## src/hdl/tmsc_pkg.sv

```systemverilog
// ----------------------------------------------------------------------------
// tmsc_pkg
// Shared types and constants of the text mode sprite compositor.
// ----------------------------------------------------------------------------
package tmsc_pkg;

    typedef enum logic [2:0] {
        OP_SCREEN = 3'd0,
        OP_COLOR  = 3'd1,
        OP_GLYPH  = 3'd2,
        OP_SBYTE  = 3'd3,
        OP_SATTR  = 3'd4,
        OP_RENDER = 3'd5
    } opcode_t;

    localparam int unsigned FRAME_W    = 320;
    localparam int unsigned FRAME_H    = 200;
    localparam int unsigned ORIGIN_X   = 24;
    localparam int unsigned ORIGIN_Y   = 50;
    localparam int unsigned SPRITE_W   = 24;
    localparam int unsigned SPRITE_H   = 21;
    localparam int unsigned CELL_DEPTH = 1000;
    localparam int unsigned SPR_MAX    = 8;

    // one queued item as the back end sees it
    typedef struct packed {
        opcode_t     op;
        logic [10:0] address;
        logic [7:0]  data;
        logic [8:0]  sprite_x;
        logic [7:0]  sprite_y;
        logic [3:0]  sprite_color;
        logic [3:0]  sprite_flags;
        logic [8:0]  pixel_x;
        logic [7:0]  pixel_y;
    } item_t;

endpackage

```

## src/hdl/tmsc_front.sv

```systemverilog
// ----------------------------------------------------------------------------
// tmsc_front
// Accepts items, drops unknown opcodes and queues the rest for the back end.
// A two-entry queue sits between accept and the back end.
// ----------------------------------------------------------------------------
module tmsc_front (
    input  logic               aclk,
    input  logic               aresetn,
    input  logic               s_valid,
    output logic               s_ready,
    input  logic [2:0]         s_opcode,
    input  logic [10:0]        s_address,
    input  logic [7:0]         s_data,
    input  logic [8:0]         s_sprite_x,
    input  logic [7:0]         s_sprite_y,
    input  logic [3:0]         s_sprite_color,
    input  logic [3:0]         s_sprite_flags,
    input  logic [8:0]         s_pixel_x,
    input  logic [7:0]         s_pixel_y,
    output logic               q_valid,
    input  logic               q_ready,
    output tmsc_pkg::item_t    q_item
);

    tmsc_pkg::item_t q_mem_reg [2];
    logic            wr_ptr_reg, rd_ptr_reg;
    logic [1:0]      count_reg;
    logic            push, pop;

    assign s_ready = (count_reg != 2'd2);
    // everything but unknown opcodes is queued, in arrival order
    assign push    = s_valid && s_ready && (s_opcode <= 3'(tmsc_pkg::OP_RENDER));
    assign pop     = q_valid && q_ready;
    assign q_valid = (count_reg != 2'd0);
    assign q_item  = q_mem_reg[rd_ptr_reg];

    // queue control
    always_ff @(posedge aclk) begin
        if (!aresetn) begin
            wr_ptr_reg <= 1'b0;
            rd_ptr_reg <= 1'b0;
            count_reg  <= 2'd0;
        end else begin
            if (push) wr_ptr_reg <= ~wr_ptr_reg;
            if (pop)  rd_ptr_reg <= ~rd_ptr_reg;
            count_reg <= count_reg + 2'(push) - 2'(pop);
        end
    end

    // queue payload
    always_ff @(posedge aclk) begin
        if (push) begin
            q_mem_reg[wr_ptr_reg] <= '{op: tmsc_pkg::opcode_t'(s_opcode),
                                       address: s_address, data: s_data,
                                       sprite_x: s_sprite_x, sprite_y: s_sprite_y,
                                       sprite_color: s_sprite_color,
                                       sprite_flags: s_sprite_flags,
                                       pixel_x: s_pixel_x, pixel_y: s_pixel_y};
        end
    end

    // never more than two items held
    a_count_max: assert property (@(posedge aclk) disable iff (!aresetn)
        count_reg != 2'd3) else $error("queue overfilled");
    a_no_push_full: assert property (@(posedge aclk) disable iff (!aresetn)
        count_reg == 2'd2 |-> !push) else $error("push into full queue");
    a_empty_no_pop: assert property (@(posedge aclk) disable iff (!aresetn)
        count_reg == 2'd0 |-> !pop) else $error("pop from empty queue");

endmodule

```

## config.mk

```make
export PLATFORM = sky130hd
export DESIGN_NAME = tmsc_front
export DESIGN_NICKNAME = d
export VERILOG_FILES = /design/src/hdl/tmsc_pkg.sv /design/src/hdl/tmsc_front.sv
export SDC_FILE = /design/constraint.sdc
export NUM_CORES = 1
export LEC_CHECK = 0
export BUFFER_PORTS_ARGS = -buffer_cell sky130_fd_sc_hd__buf_2
export CAP_MARGIN = 10
export CORE_ASPECT_RATIO = 1.1
export CORE_MARGIN = 1.5
export CORE_UTILIZATION = 52
export CTS_CLUSTER_DIAMETER = 200
export DETAILED_ROUTE_END_ITERATION = 6
export GPL_TIMING_DRIVEN = 0
export PLACE_DENSITY = 0.79
export SLEW_MARGIN = 15
export SYNTH_ARGS = -nofsm -noshare
export SYNTH_HDL_FRONTEND = slang
export SYNTH_SLANG_ARGS = --single-unit
```

## constraint.sdc

```tcl
create_clock -name aclk -period 5.83 [get_ports aclk]
set_input_delay 1.4575 -clock aclk [delete_from_list [all_inputs] [get_ports aclk]]
set_output_delay 1.4575 -clock aclk [all_outputs]
set_load 0.1 [all_outputs]
```

==> flow_summary.ini <==
[clock_tree]
post_cts_buffers = 0
cts-buffers-inserted = 17
path_clk_slew_ns = 0.06
clock_path_buffers = 2
cts_root_buf = clkbuf_8
h-tree-depth = 4
cts_tree = done
clock_latency_ns = 0.51
cts.sinks = 133
post_cts_resized = 0
cts_hold_buf = 0

[worst_setup_path]
cp_top_family = buffers and inverters
path_max_fanout = 10
critical_path_buf_inv_count = 3
cp-start-kind = register
slowest_stage = mux2_2
reg2reg_depth = 3
slowest_delay_ns = 0.35
worstSetupPathType = register to output pin
required_ns = 4.37
cp_data_arrival_time_ns = 1.88
r2r_setup_slack_ns = 4.08
endpoint_kind = output pin
worst-path-stages = 4
cp_cell_sequence = buf_4 -> buf_6 -> mux2_2 -> buf_2

[power_and_ir_drop]
p_seq_frac = 0.340
powerDensity_nw_per_um2 = 541
power_mw = 3.46
power.switching_mw = 1.38
p_clk_frac = 0.308
switching_share = 0.397
p_int_mw = 2.09
power_leakage_nw = 2.41
ir_worst_vdd_mv = 0.359
combPwrFrac = 0.353

[synthesis]
synth_top_area_frac = 0.783
synth_top_cells_by_count = edfxtp_1 (128), mux2_2 (53), mux2_1 (11)
ys.flop_type = edfxtp_1
synth_edf_count = 128
synth_warnings = 0
synthCells = 230
ys_ff_latch = 133
async_flop_share = 0
mappedNetlistNets = 299
synth_area_leaders = edfxtp_1 (78%), mux2_2 (12%), mux2_1 (2.5%), dfxtp_1 (2.0%), buf_6 (1.4%)
netlist_area_um2 = 4910
avgSynthCellArea_um2 = 21.4
synth_most_common_cell = edfxtp_1
yosysTopAreaCell = edfxtp_1
ys_seq_area_frac = 0.803
synth.distinct_cells = 22

[run_status]
outcome = finished, final reports clean

[layout]
final_nets = 454
final_area_um2 = 6400
multi_input_comb_area_um2 = 905
fillCellCount = 636
drive_above_1_share = 0.578
ff_latch_area_um2 = 3940
n_antenna_cell = 0
areaGrowthSynthToFinish_pct = 30.3
largest_reg_flops = 128

[flow_run]
maxCapViolations = 0

[floorplan]
dieArea_um2 = 10000
pin_count = 134
start_util = 0.530
die_h_um = 105
fp-row-count = 37
dieWidth_um = 95.7
core_region_area_um2 = 9260

[sta]
rsz0062_at_grt = no
fin_crit_sh = 0.572
fin_setup_tns_ns = 0
whs_ns = 0.606
report.final.slew_viol_count = 0
finalHoldViolCount = 0
finalSetupViolations = 0
relSlewSlack = 0.662
period_needed_ns = 3.34
tightest_slew_ns = 0.511
fin_worst_skew_ns = 0.00548
timing.fmax_mhz = 300

[routing]
m1WireLength_um = 3170
met3_length_um = 532
first_pass_iters = 4
viasPerCell = 5.09
vias = 2623
highest_layer = met4
wl_met2_um = 4570
routed_wirelength_um = 8430
drc = 0
wl_per_cell_um = 16.4
dr.first_iter.drc_count = 118
ant_nets = 0

[grt]
overflow = 0
grtUsageTotal = 0.178
grt_pass1_wl_um = 12800
antenna_found_initial = 0
grt_pass1_vias = 2744
grt_max_degree = 37

[hold_path]
hold_path_class = register to register
worstHoldPathCells = 2

[placed_design]
place_area_um2 = 5800
io_buffers = 133
dp_hpwl_um = 5550
routabilityCongestion = 0.733
tightest hold or removal path: stages (launching register included):
cell and delay, ns:
dfxtp_1 0.33, xnor2_1 0.08, and2_1 0.15
power by group through the flow:
stage | combinational, mW | sequential [mW] | clock (mW)
6_report | 1.22 | 1.18 | 1.07
3_3_place_gp | 1.20 | 1.20 | 0
4_1_cts | 1.23 | 1.18 | 1.08
3_5_place_dp | 1.23 | 1.20 | 0
2_1_floorplan | 1.05 | 1.19 | 0
5_1_grt | 1.26 | 1.18 | 1.12
layer usage:
metal,up-vias,global-route usage
met5,-,0
met4,0,0.0830
met3,17,0.0597
met2,102,0.303
met1,1287,0.195
li1,1217,-
through the flow:
step | worst slack, ns | std cells | util
after floorplan | 0.836 | 230 | -
after global placement | -0.674 | 480 | 0.618
after detailed placement | 2.80 | 483 | 0.626
after CTS | 2.45 | 515 | 0.691
after global routing | 2.42 | 515 | 0.691
final | 2.49 | 515 | 0.691
cells in the final DEF, fill, tap and decap left out, types with 3 or more instances in the layout:
master / instances
buf_2: 133
edfxtp_1: 128
mux2_2: 53
clkbuf_16: 16
mux2_1: 11
buf_6: 6
dfxtp_1: 5
nand2_1: 4
and2_1: 4
bufinv_16: 4
clkbuf_1: 3
clkinvlp_4: 3
buf_12: 3
layout make-up:
cell class / instances / area share
Buffer: 7 / 0.0117
Clock buffer: 20 / 0.0665
Clock inverter: 12 / 0.0280
Multi-Input combinational cell: 90 / 0.141
Sequential cell: 133 / 0.616
Tap cell: 117 / 0.0229
Timing Repair Buffer: 136 / 0.113
path summary, 6_finish.rpt:
path,from,endpoint
max,register,q_item[14]
min,rd_ptr_reg,rd_ptr_reg
max reg2reg,count_reg[0],q_mem_reg[1][61]
min reg2reg,rd_ptr_reg,rd_ptr_reg
logic make-up after synthesis:
| kind of cell | count (synthesis) | share of synthesized area |
|---|---|---|
| adders and majority gates | 1 | 0.00255 |
| buffers and inverters | 7 | 0.0153 |
| and+or+nand+nor | 17 | 0.0199 |
| xor gates and xnor gates | 2 | 0.00357 |
| AOI/OAI and AO/OA | 5 | 0.00688 |
| DFF | 133 | 0.803 |
| muxes | 65 | 0.149 |
Power figures use the tool's default switching activity.
